**config.mk**
```make
export PLATFORM = sky130hd
export DESIGN_NAME = aarch64_load_store_agu
export DESIGN_NICKNAME = d
export VERILOG_FILES = /design/src/hw/rtl/agu_pkg.sv /design/src/hw/rtl/agu_decode.sv /design/src/hw/rtl/agu_queue.sv /design/src/hw/rtl/agu_issue.sv /design/src/hw/rtl/aarch64_load_store_agu.sv
export SDC_FILE = /design/constraint.sdc
export NUM_CORES = 2
export LEC_CHECK = 0
export BUFFER_PORTS_ARGS = -buffer_cell sky130_fd_sc_hd__buf_4
export CAP_MARGIN = 0
export CORE_MARGIN = 1.5
export CORE_UTILIZATION = 35
export CTS_CLUSTER_SIZE = 25
export DETAILED_ROUTE_END_ITERATION = 12
export MAX_ROUTING_LAYER = met4
export PLACE_DENSITY = 0.58
export SYNTH_ARGS = -nofsm -noshare
export SYNTH_HDL_FRONTEND = slang
export SYNTH_HIERARCHICAL = 1
export SYNTH_SLANG_ARGS = --single-unit
```
**constraint.sdc**
```tcl
create_clock -name clock -period 12.37 [get_ports clock]
set_input_delay 0.6185 -clock clock [delete_from_list [all_inputs] [get_ports clock]]
set_output_delay 0.6185 -clock clock [all_outputs]
set_load 0.01 [all_outputs]
```
**src/hw/rtl/agu_pkg.sv**
```systemverilog
`default_nettype none
package agu_pkg;

   localparam int QueueDepth = 4;

   localparam logic [1:0] KIND_ACCESS    = 2'd0;
   localparam logic [1:0] KIND_WRITEBACK = 2'd1;
   localparam logic [1:0] KIND_STATUS    = 2'd2;
   localparam logic [1:0] KIND_NONE      = 2'd3;

   localparam logic [1:0] ST_OK     = 2'd0;
   localparam logic [1:0] ST_UNIMPL = 2'd1;
   localparam logic [1:0] ST_MALF   = 2'd2;

   localparam logic [1:0] EXT_ZERO = 2'd0;
   localparam logic [1:0] EXT_S64  = 2'd1;
   localparam logic [1:0] EXT_S32  = 2'd2;

   localparam logic [2:0] GRP_EXCL  = 3'd2;
   localparam logic [2:0] GRP_LIT   = 3'd3;
   localparam logic [2:0] GRP_PAIR  = 3'd5;
   localparam logic [2:0] GRP_REG   = 3'd7;

   typedef struct packed {
      logic [31:0] instruction;
      logic [63:0] base_value;
      logic [63:0] index_value;
      logic [63:0] program_counter;
   } req_type;

   typedef struct packed {
      logic [1:0]  kind;
      logic [63:0] address;
      logic [1:0]  size_log2;
      logic        is_write;
      logic [4:0]  reg_num;
      logic        reg_is_vector;
      logic        lane;
      logic [1:0]  extend_mode;
      logic        clear_vector;
      logic [63:0] value;
      logic [1:0]  status;
      logic        last;
   } rsp_type;

   // One classified instruction as handed from decode to the sequencer.
   typedef struct packed {
      logic [1:0]  bad;          // non-zero: single no-action item with this status
      logic        two_elem;     // pair form: second element follows
      logic        split;        // each element is a quadword, two halves
      logic [63:0] addr;
      logic [2:0]  esz;          // element size log2, 0..4
      logic        wr;
      logic        vec;
      logic [1:0]  ext;
      logic [4:0]  rt;
      logic [4:0]  rt2;
      logic        do_wb;
      logic [4:0]  rn;
      logic [63:0] wb_value;
      logic        do_stat;
      logic        no_access;    // failed store-exclusive: status item only
      logic [4:0]  rs;
      logic        stat_value;
   } job_type;

   function automatic logic [63:0] sext(input logic [63:0] v, input int bits);
      logic [63:0] r;
      r = v;
      for (int i = 0; i < 64; i++) begin
         if (i >= bits) r[i] = v[bits-1];
      end
      return r;
   endfunction

endpackage
`default_nettype wire

```
**src/hw/rtl/agu_decode.sv**
```systemverilog
`default_nettype none
module agu_decode (
   input  wire              clock,
   input  wire              reset,
   input  wire              req_valid,
   output logic             req_stall,
   input  agu_pkg::req_type req_data,
   output logic             job_valid,
   output agu_pkg::job_type job,
   input  wire              job_stall
);

   logic        armed_ff, armed_in;
   logic [63:0] mon_ff, mon_in;
   logic        valid_ff, valid_in;
   agu_pkg::job_type job_ff, job_in;
   logic        take;

   logic [31:0] w;
   logic [2:0]  op1;
   logic        vec;
   logic [1:0]  hi, opc, it, mode;
   logic [63:0] base, off, idx_ext, imm9, a;
   logic [2:0]  scale;
   logic        ok;
   logic [3:0]  so;

   assign req_stall = valid_ff && job_stall;
   assign take      = req_valid && !req_stall;
   assign job_valid = valid_ff;
   assign job       = job_ff;

   // Decode one instruction into an access plan.
   always_comb begin
      w    = req_data.instruction;
      base = req_data.base_value;
      op1  = w[29:27];
      vec  = w[26];
      hi   = w[31:30];
      opc  = w[23:22];
      it   = w[11:10];
      mode = w[24:23];
      armed_in = armed_ff;
      mon_in   = mon_ff;
      job_in = '0;
      job_in.rt  = w[4:0];
      job_in.rt2 = w[14:10];
      job_in.rn  = w[9:5];
      job_in.rs  = w[20:16];
      off = '0; idx_ext = '0; imm9 = '0; a = '0; scale = '0; ok = 1'b0;
      so = {hi, opc};
      case (op1)
         agu_pkg::GRP_PAIR: begin
            if (mode == 2'd0 || hi == 2'd3 || (!vec && !w[22] && hi == 2'd1)) begin
               job_in.bad = agu_pkg::ST_UNIMPL;
            end else begin
               scale = vec ? 3'(hi) + 3'd2 : (hi[1] ? 3'd3 : 3'd2);
               off = agu_pkg::sext({57'd0, w[21:15]}, 7) << scale;
               job_in.addr = (mode[1]) ? base + off : base;
               job_in.esz = scale;
               job_in.split = (scale == 3'd4);
               job_in.two_elem = 1'b1;
               job_in.wr = !w[22];
               job_in.vec = vec;
               job_in.ext = (!vec && w[22] && hi == 2'd1) ? agu_pkg::EXT_S64
                                                          : agu_pkg::EXT_ZERO;
               job_in.do_wb = mode[0];
               job_in.wb_value = base + off;
            end
         end
         agu_pkg::GRP_LIT: begin
            if (w[24]) begin
               job_in.bad = agu_pkg::ST_UNIMPL;
            end else if (hi == 2'd3) begin
               job_in.bad = agu_pkg::ST_UNIMPL;
            end else begin
               job_in.addr = req_data.program_counter
                  + (agu_pkg::sext({45'd0, w[23:5]}, 19) << 2);
               job_in.vec = vec;
               if (vec) begin
                  job_in.esz = 3'(hi) + 3'd2;
                  job_in.split = (hi == 2'd2);
               end else begin
                  job_in.esz = (hi == 2'd1) ? 3'd3 : 3'd2;
                  job_in.ext = (hi == 2'd2) ? agu_pkg::EXT_S64 : agu_pkg::EXT_ZERO;
               end
            end
         end
         agu_pkg::GRP_EXCL: begin
            job_in.addr = base;
            job_in.esz = {1'b0, hi};
            job_in.wr = !w[22];
            if (!w[23] && w[22]) begin
               armed_in = 1'b1;
               mon_in = base;
            end else if (!w[23]) begin
               job_in.do_stat = 1'b1;
               if (armed_ff && mon_ff == base) job_in.stat_value = 1'b0;
               else begin
                  job_in.stat_value = 1'b1;
                  job_in.no_access = 1'b1;
               end
               armed_in = 1'b0;
            end
         end
         agu_pkg::GRP_REG: begin
            // Address by form, then check the size/opc allocation.
            scale = (vec && hi == 2'd0 && opc[1]) ? 3'd4 : {1'b0, hi};
            case (w[15:13])
               3'd0: idx_ext = {56'd0, req_data.index_value[7:0]};
               3'd1: idx_ext = {48'd0, req_data.index_value[15:0]};
               3'd2: idx_ext = {32'd0, req_data.index_value[31:0]};
               3'd4: idx_ext = agu_pkg::sext(req_data.index_value, 8);
               3'd5: idx_ext = agu_pkg::sext(req_data.index_value, 16);
               3'd6: idx_ext = agu_pkg::sext(req_data.index_value, 32);
               default: idx_ext = req_data.index_value;
            endcase
            imm9 = agu_pkg::sext({55'd0, w[20:12]}, 9);
            if (w[24]) a = base + ({52'd0, w[21:10]} << scale);
            else if (it == 2'd2) a = base + (w[12] ? idx_ext << scale : idx_ext);
            else if (it == 2'd1) a = base;
            else a = base + imm9;
            job_in.addr = a;
            job_in.vec = vec;
            job_in.esz = {1'b0, hi};
            if (vec) begin
               ok = 1'b1;
               if (opc == 2'd1) job_in.wr = 1'b0;
               else if (opc == 2'd0) job_in.wr = 1'b1;
               else if (hi == 2'd0) begin
                  job_in.esz = 3'd4;
                  job_in.split = 1'b1;
                  job_in.wr = (opc == 2'd2);
               end else ok = 1'b0;
            end else begin
               ok = 1'b1;
               case (so)
                  4'h0, 4'h4, 4'h8, 4'hC: job_in.wr = 1'b1;
                  4'h1, 4'h5, 4'h9, 4'hD: job_in.ext = agu_pkg::EXT_ZERO;
                  4'h2, 4'h6, 4'hA: job_in.ext = agu_pkg::EXT_S64;
                  4'h3, 4'h7: begin
                     job_in.ext = agu_pkg::EXT_S32;
                  end
                  default: ok = 1'b0;
               endcase
            end
            if (!w[24] && it == 2'd2 && !w[21]) job_in.bad = agu_pkg::ST_MALF;
            else if (!ok) job_in.bad = agu_pkg::ST_UNIMPL;
            else if (!w[24] && it[0]) begin
               job_in.do_wb = 1'b1;
               job_in.wb_value = base + imm9;
            end
         end
         default: job_in.bad = agu_pkg::ST_UNIMPL;
      endcase
      if (!take) begin
         armed_in = armed_ff;
         mon_in = mon_ff;
      end
      valid_in = take ? 1'b1 : (valid_ff && job_stall);
   end

   always_ff @(posedge clock) begin
      if (reset) begin
         armed_ff <= 1'b0;
         mon_ff   <= '0;
         valid_ff <= 1'b0;
      end else begin
         armed_ff <= armed_in;
         mon_ff   <= mon_in;
         valid_ff <= valid_in;
      end
      if (take) job_ff <= job_in;
   end

`ifndef SYNTH
   a_hold: assert property (@(posedge clock) disable iff (reset)
      valid_ff && job_stall |=> valid_ff && $stable(job_ff))
      else $error("decode output lost while stalled");
   a_stall: assert property (@(posedge clock) disable iff (reset)
      !valid_ff |-> !req_stall)
      else $error("decode stalls while empty");
   a_disarm: assert property (@(posedge clock) disable iff (reset)
      $past(take) && $past(job_in.do_stat) |-> !armed_ff)
      else $error("store exclusive left monitor armed");
`endif

endmodule
`default_nettype wire

```
**src/hw/rtl/agu_queue.sv**
```systemverilog
`default_nettype none
module agu_queue #(
   parameter int Depth = agu_pkg::QueueDepth
) (
   input  wire              clock,
   input  wire              reset,
   input  wire              in_valid,
   output logic             in_stall,
   input  agu_pkg::job_type in_job,
   output logic             out_valid,
   output agu_pkg::job_type out_job,
   input  wire              out_stall
);

   localparam int AW = $clog2(Depth);

   agu_pkg::job_type mem_ff [Depth];
   logic [AW-1:0] wp_ff, wp_in, rp_ff, rp_in;
   logic [AW:0]   cnt_ff, cnt_in;
   logic          push, pop;

   assign in_stall  = (cnt_ff == (AW+1)'(Depth));
   assign out_valid = (cnt_ff != '0);
   assign out_job   = mem_ff[rp_ff];
   assign push      = in_valid && !in_stall;
   assign pop       = out_valid && !out_stall;

   // Pointers wrap around the ring of entries.
   always_comb begin
      wp_in  = push ? ((wp_ff == AW'(Depth-1)) ? '0 : wp_ff + 1'b1) : wp_ff;
      rp_in  = pop  ? ((rp_ff == AW'(Depth-1)) ? '0 : rp_ff + 1'b1) : rp_ff;
      cnt_in = cnt_ff + (AW+1)'(push) - (AW+1)'(pop);
   end

   always_ff @(posedge clock) begin
      if (reset) begin
         wp_ff  <= '0;
         rp_ff  <= '0;
         cnt_ff <= '0;
      end else begin
         wp_ff  <= wp_in;
         rp_ff  <= rp_in;
         cnt_ff <= cnt_in;
      end
      if (push) mem_ff[wp_ff] <= in_job;
   end

`ifndef SYNTH
   a_bound: assert property (@(posedge clock) disable iff (reset)
      cnt_ff <= (AW+1)'(Depth))
      else $error("queue overflow");
   a_count: assert property (@(posedge clock) disable iff (reset)
      push && !pop |=> cnt_ff == $past(cnt_ff) + 1'b1)
      else $error("queue count wrong on push");
   a_empty: assert property (@(posedge clock) disable iff (reset)
      cnt_ff == '0 |-> !pop)
      else $error("pop from empty queue");
`endif

endmodule
`default_nettype wire

```
**src/hw/rtl/agu_issue.sv**
```systemverilog
`default_nettype none
module agu_issue (
   input  wire              clock,
   input  wire              reset,
   input  wire              job_valid,
   input  agu_pkg::job_type job,
   output logic             job_stall,
   output logic             rsp_valid,
   output agu_pkg::rsp_type rsp_data,
   input  wire              rsp_stall
);

   // Step: 0..3 access beats (element, half), then the trailing item.
   logic [2:0]  step_ff, step_in;
   logic        ovalid_ff, ovalid_in;
   agu_pkg::rsp_type out_ff, out_in;
   logic        emit, done, n_acc_last, is_tail;
   logic [2:0]  n_acc;
   logic        elem, half;
   logic [63:0] ebase;

   assign rsp_valid = ovalid_ff;
   assign rsp_data  = out_ff;
   assign emit = job_valid && (!ovalid_ff || !rsp_stall);

   always_comb begin
      if (job.bad != agu_pkg::ST_OK || job.no_access) n_acc = 3'd0;
      else n_acc = 3'd1 + 3'(job.split) + (job.two_elem ? 3'd1 + 3'(job.split) : 3'd0);
      is_tail = (step_ff >= n_acc);
      n_acc_last = (step_ff + 3'd1 == n_acc) && !job.do_wb && !job.do_stat;
      elem = job.split ? step_ff[1] : step_ff[0];
      half = job.split & step_ff[0];
      ebase = elem ? job.addr + (64'd1 << job.esz) : job.addr;
      out_in = '0;
      if (job.bad != agu_pkg::ST_OK) begin
         out_in.kind = agu_pkg::KIND_NONE;
         out_in.status = job.bad;
         out_in.last = 1'b1;
      end else if (!is_tail) begin
         out_in.kind = agu_pkg::KIND_ACCESS;
         out_in.address = half ? ebase + 64'd8 : ebase;
         out_in.size_log2 = job.split ? 2'd3 : job.esz[1:0];
         out_in.is_write = job.wr;
         out_in.reg_num = elem ? job.rt2 : job.rt;
         out_in.reg_is_vector = job.vec;
         out_in.lane = half;
         out_in.extend_mode = job.wr ? agu_pkg::EXT_ZERO : job.ext;
         out_in.clear_vector = job.vec && !job.wr && !half;
         out_in.last = n_acc_last;
      end else if (job.do_wb) begin
         out_in.kind = agu_pkg::KIND_WRITEBACK;
         out_in.reg_num = job.rn;
         out_in.value = job.wb_value;
         out_in.last = 1'b1;
      end else begin
         out_in.kind = agu_pkg::KIND_STATUS;
         out_in.reg_num = job.rs;
         out_in.value = {63'd0, job.stat_value};
         out_in.last = 1'b1;
      end
      done = emit && out_in.last;
      step_in = done ? 3'd0 : (emit ? step_ff + 3'd1 : step_ff);
      ovalid_in = emit ? 1'b1 : (ovalid_ff && rsp_stall);
   end

   assign job_stall = !done;

   always_ff @(posedge clock) begin
      if (reset) begin
         step_ff   <= '0;
         ovalid_ff <= 1'b0;
      end else begin
         step_ff   <= step_in;
         ovalid_ff <= ovalid_in;
      end
      if (emit) out_ff <= out_in;
   end

`ifndef SYNTH
   a_step: assert property (@(posedge clock) disable iff (reset)
      step_ff <= 3'd4)
      else $error("issue step out of range");
   a_restart: assert property (@(posedge clock) disable iff (reset)
      done |=> step_ff == 3'd0)
      else $error("step not cleared after last item");
   a_keep: assert property (@(posedge clock) disable iff (reset)
      ovalid_ff && rsp_stall |=> ovalid_ff && $stable(out_ff))
      else $error("result changed while stalled");
`endif

endmodule
`default_nettype wire

```
**src/hw/rtl/aarch64_load_store_agu.sv**
```systemverilog
`default_nettype none
// Address generation for AArch64 loads and stores. Each instruction is decoded and
// registered into a queue of four entries; the issue stage emits one result item per
// cycle while the output is not stalled: one to four accesses (pairs and quadwords split
// into doubleword halves), then a base writeback or exclusive status item where needed; a
// rejected instruction gives one status-only item; pairs are paced by the issue output.
module aarch64_load_store_agu #(
   parameter int QueueDepth = agu_pkg::QueueDepth
) (
   input  wire              clock,
   input  wire              reset,
   input  wire              req_valid,
   output logic             req_stall,
   input  agu_pkg::req_type req_data,
   output logic             rsp_valid,
   output agu_pkg::rsp_type rsp_data,
   input  wire              rsp_stall
);

   logic d_valid, d_stall, q_valid, q_stall;
   agu_pkg::job_type d_job, q_job;

   agu_decode u_dec (
      .clock, .reset, .req_valid, .req_stall, .req_data,
      .job_valid(d_valid), .job(d_job), .job_stall(d_stall)
   );

   agu_queue #(.Depth(QueueDepth)) u_q (
      .clock, .reset, .in_valid(d_valid), .in_stall(d_stall), .in_job(d_job),
      .out_valid(q_valid), .out_job(q_job), .out_stall(q_stall)
   );

   agu_issue u_iss (
      .clock, .reset, .job_valid(q_valid), .job(q_job), .job_stall(q_stall),
      .rsp_valid, .rsp_data, .rsp_stall
   );

endmodule
`default_nettype wire
```
After elaboration in Yosys (flattened, before gate mapping)
Memories as Yosys holds them, arrays and structs flattened. A register that Yosys moved wholly into a read port is not among the register bits.
Index checks and enable logic that the tools add are counted.
{"block": "word_totals", "register_bits": 385, "latchBits": 0, "ram_bits": 652, "romBits": 0, "inputBits": 228, "output_inout_bits": 148, "wordCells": 248, "memories": 1}
{"block": "op_classes", "add_sub_neg": 15, "multipliers": 0, "n_div": 0, "magnitude_cmp": 1, "n_eq_ne": 35, "shift": 4, "n_mux": 92, "n_bitwise": 4, "n_reduce_logical": 59}
{"name": "u_q.mem_ff", "words": 4, "width": 163, "read_ports": 1, "rd_ports_with_merged_regs": 1, "wr": 1, "line": "agu_queue.sv:17", "text": "agu_pkg::job_type mem_ff [Depth];"}
{"cell": "$mux 64", "n": 12}
{"cell": "$add 64x64->64", "n": 6}
{"cell": "$pmux 64 s6", "n": 1}
{"cell": "$pmux 67 s4", "n": 1}
{"cell": "$mux 68", "n": 2}
{"cell": "$pmux 64 s2", "n": 1}
{"cell": "$shl 64x3->64", "n": 2}
{"cell": "$mux 73", "n": 1}
{"cell": "$add 64x4->64 const B", "n": 1}
{"cell": "$eq 64x64->1", "n": 1}
{"cell": "$shl 1x3->64 const A", "n": 1}
{"cell": "$shl 12x3->64", "n": 1}
{"cell": "$mux 1", "n": 42}
{"cell": "$mux 3", "n": 10}
{"cell": "$mux 2", "n": 12}
{"cell": "$logic_and 1x1->1", "n": 22}
{"cell": "$eq 3x3->1 const B", "n": 7}
{"cell": "$eq 4x4->1 const B", "n": 5}
{"cell": "$eq 4x3->1 const B", "n": 4}
{"cell": "$mux 5", "n": 3}
{"cell": "$logic_not 1->1", "n": 13}
{"cell": "$reduce_or 13->1", "n": 1}
{"cell": "$eq 2x2->1 const B", "n": 6}
{"cell": "$reduce_or 3->1", "n": 4}
{"cell": "other kinds (32)", "n": 51}

Logic depth before layout (Yosys ltp)
{"block": "logic_depth", "word_depth": 13, "mapped_depth": 26, "depth_no_buf": 23}

Modules after synthesis
The synthesis kept the hierarchy.
{"mod": "agu_decode", "instances": 1, "cells_per_inst": 4446, "area_each_um2": 32742.7, "seq_area_each_um2": 6185.9}
{"mod": "agu_queue", "instances": 1, "cells_per_inst": 902, "area_each_um2": 23964.2, "seq_area_each_um2": 19759.0}
{"mod": "agu_issue", "instances": 1, "cells_per_inst": 975, "area_each_um2": 9834.4, "seq_area_each_um2": 4464.3}

Worst setup path after synthesis
Ideal clock, no wire load.
{"block": "synth_path", "path_kind": "register to register", "start": "reg u_q.cnt_ff[1]", "end": "reg u_q.cnt_ff[2]", "setup_time_ps": 115, "arrival_time_ps": 9925, "required_time_ps": 12255, "slack_ps": 2330, "path_stages_with_launch": 13, "n_path_buf": 0, "period_less_slack_ps": 10040, "cell_sequence": "dfxtp_1 nor3_1 inv_1 a21boi_1 nand2_1 nor2_1 ha_1 inv_1 ha_1 fa_1 xnor2_1 xnor2_1 nor2_1"}
{"block": "synth_between", "elab_chain_cells": 5, "elab_cells_between_ends": 9, "classes_between": "add/sub: 2; eq/ne: 1; reduce/logical: 6"}
{"item": "start: declaration", "line": "agu_queue.sv:19", "text": "logic [AW:0] cnt_ff, cnt_in;"}
{"item": "start signal: assignment", "line": "agu_queue.sv:43", "text": "cnt_ff <= cnt_in;"}
{"item": "$reduce_bool 3->1", "line": "agu_queue.sv:23", "text": "assign out_valid = (cnt_ff != '0);"}
{"item": "net q_valid", "line": "aarch64_load_store_agu.sv:20", "text": "logic d_valid, d_stall, q_valid, q_stall;"}
{"item": "$logic_and 1x1->1", "line": "agu_issue.sv:24", "text": "assign emit = job_valid && (!ovalid_ff || !rsp_stall);"}
{"item": "net u_iss.emit", "line": "agu_issue.sv:17", "text": "logic emit, done, n_acc_last, is_tail;"}
{"item": "$logic_and 1x1->1", "line": "agu_issue.sv:61", "text": "done = emit && out_in.last;"}
{"item": "$logic_and 1x1->1", "line": "agu_queue.sv:26", "text": "assign pop = out_valid && !out_stall;"}
{"item": "$sub 3x1->3", "line": "agu_queue.sv:32", "text": "cnt_in = cnt_ff + (AW+1)'(push) - (AW+1)'(pop);"}
The timed path passes the listed nets, and every way through them passes these cells.
A chain may end at the register's enable or synchronous reset.

==> flow_summary.yaml <==
worst_hold_path:
  hp-class: "in2reg"
cells_and_area:
  final_layout_size_suffix_gt1_share_pct: 14.5
  nets: 7046
  final_cells: 9108
  final_cell_area_um2: 75300
  fin_util_pct: 40.0
  syn_to_final_growth_pct: 13.2
placed_design:
  dpl.cell_count: 8902
  placed_cell_area_um2: 71600
  dp_hpwl_um: 185000
  portBuffers: 374
  post-place-ws_ns: 4.71
  place.gp.congestion: 0.971
setup_path:
  slowest_stage: "a2111oi_0"
  cp_data_arrival_time_ns: 7.78
  rr_endpoint: "u_iss/rsp_data[134]"
  crit_path_start: "req_data[223]"
  endpoint: "u_dec/job[144]"
  crit_cells: 20
  cp_cell_sequence: "buf_4 > buf_4 > nor2_1 > and3_2 > buf_4 > nand2b_1 > o211ai_1 > o21ai_0 > ha_1 > nand4_1 > or2_2 > nor3_1 > o211ai_1 > a2111oi_0 > nor2_1 > o31ai_1 > xor2_1 > nand2_1 > o211a_1 > o31ai_1"
  rr_worst_depth: 12
  crit_required_ns: 12.80
  critPathLaunchType: "input port"
  critPathBufInv: 3
  critPathTopFamily: "compound AO/OA/AOI/OAI gates"
  ff2ff_setup_slack_ns: 5.32
  crit_path_end_kind: "flip-flop"
  cpPeakStageDelay_ns: 1.03
  critical_path.max_fanout: 47
  critPathKind: "in2reg"
  crit_path_frequent_cell: "buf_4"
power:
  total_power_mw: 12.0
  leakage_nw: 27.3
  p_per_area_nw_per_um2: 159
  peakVddDrop_v: 0.000145
synth:
  avgSynthCellArea_um2: 10.5
  yosysUniqueCellTypes: 127
  synth_area_leaders: "edfxtp_1, mux4_2, ha_1"
  yosysTopAreaCellShare_pct: 43.3
  yosys.area.top_type: "edfxtp_1"
  async_flop_share_pct: 0
  ys_ff_latch: 1039
  synth_edf_count: 960
  netlist_instances: 6323
  ys_seq_area_share_pct: 45.7
  synth-warning-count: 6
  synthFlopType: "edfxtp_1"
  synth.cell_area_um2: 66500
sta:
  finalWorstSetupSlack_ns: 5.02
  rsz0062_at_grt: "false"
  finalHoldViolCount: 0
  period_share_pct: 59.4
  fin_crit_ns: 7.35
  final-max-slew-violation-count: 0
  slew_headroom_pct: 23.1
  setup-violations-final: 0
  tightest_slew_ns: 1.15
  max_freq_ghz: 0.136
  finalClockSkew_ns: 0.0392
  hold_slack_ns: 0.0618
  setup_tns_ns: 0
floorplanning:
  die_w_um: 439
  ios: 376
  rows: 159
  die_area_um2: 193000
  start_util_pct: 35.3
  core_um2: 188000
  die_h_um: 439
global_routing:
  first_global_vias: 50700
  overflow: 0
  antenna_found_initial: 13
  grt_pass1_wl_um: 347000
  grt_max_degree: 112
  grt_usage_pct: 25.0
outcome:
  run_status: "completed"
clocking:
  clock_sink_count: 1039
  postCtsSetupBuffers: 0
  clock_latency_ns: 0.75
  clk_pin_slew_ns: 0.07
  cts_tree: "done"
  root_buffer: "clkbuf_16"
  cts_buffer_depth: 3
  cts_buffers: 103
  htree_levels: 3
detailed_routing:
  vias_per_cell: 5.88
  wirelength_um: 242000
  drt_iter0_markers: 4968
  wl_per_cell_um: 26.5
  drtPass1Iterations: 9
  ant_nets: 0
  drc_errors: 0
  vias: 53500
run:
  max-cap-violations: 0
[report_power, final]
part / switching [mW] / total, mW / leakage (nW) / internal [mW]
combinational: 2.53 / 4.06 / 15.8 / 1.54
sequential: 0.188 / 4.59 / 9.70 / 4.40
clock: 1.41 / 3.33 / 1.75 / 1.92
total: 4.13 / 12.0 / 27.3 / 7.85
[final cells by class]
class	count	area (um2)
flip-flops and latches	1039	30400
diodes	7	17.5
clock buffers	122	2700
fillers	18200	113000
multi-input cells	4772	34200
repair buffers	452	3430
well taps	2495	3120
clock inverters	72	926
inverters	149	559
[Yosys cell counts (all sizes together) (67+ instances only)]
cell type and count:
nor2 409, ha 294, a21oi 522, a31oi 67, a21o 186, clkbuf 262, inv 147, o211ai 77
xor2 156, nor3 103, mux4 167, xnor2 224, edfxtp 960, nand2 681, dfxtp 79, buf 106
nand4 103, nand3 144, mux2i 143, a211oi 82, and2 102, o21ai 424
[registers in the layout (all words and copies together), names as in the netlist, named ones only]
| register | cells |
|---|---|
| u_q/mem_ff | 652 |
| u_dec/job | 162 |
| u_iss/rsp_data | 146 |
| u_dec/mon_ff | 64 |
| u_iss/step_ff | 3 |
| u_q/cnt_ff | 3 |
| u_q/rp_ff | 2 |
| u_q/wp_ff | 2 |
| u_dec/armed_ff | 1 |
| u_dec/job_valid | 1 |
| u_iss/rsp_valid | 1 |
[cell usage in the layout (no fill, tap or decap), drive strengths merged, types with 23 or more instances in the layout]
master / instances
a2111oi: 23
a211oi: 82
a21o: 186
a21oi: 522
a221oi: 30
a22oi: 24
a31oi: 67
and2: 102
and3: 58
buf: 447
clkbuf: 122
clkinv: 44
dfxtp: 79
edfxtp: 960
ha: 294
inv: 155
mux2: 24
mux2i: 143
mux4: 167
nand2: 681
nand2b: 38
nand3: 144
nand4: 103
nor2: 409
nor3: 103
nor4: 65
o2111ai: 28
o211ai: 77
o21a: 42
o21ai: 424
o21bai: 65
o22ai: 44
o31ai: 34
or2: 40
or3: 41
xnor2: 224
xor2: 156
[repair_timing]
item	CTS	global route
endpoints found under the hold margin	5	0
hold buffers	5	0
resized for setup	0	0
[worst min path at each step]
stage,endpoint,start,cells after the start
global route,u_dec/job[74],req_data[199],1
global placement,u_dec/mon_ff[21],u_dec/mon_ff[21],2
detailed placement,u_dec/mon_ff[34],u_dec/mon_ff[34],2
floorplan,u_dec/mon_ff[21],u_dec/mon_ff[21],2
finish,u_dec/job[73],req_data[198],1
CTS,u_dec/job[84],req_data[193],1
[kinds of logic after synthesis]
group	after synthesis	synth area share, %
other	1	0.00564
AO/OA/AOI/OAI	1865	18.4
multiplexers	334	8.22
adder cells (fa/ha/maj)	301	5.74
XOR/XNOR	380	5.01
flip-flops	1039	45.7
AND/OR/NAND/NOR	1886	13.8
buffers and inverters	517	3.17
[per-layer routing]
layer | GRT usage (%) | share of wire (%)
met5 | - | 0
met4 | 7.77 | 3.1
met3 | 3.07 | 6.8
met2 | 38.9 | 46
met1 | 34.0 | 44
No activity file was read; power rests on OpenSTA's default activity.
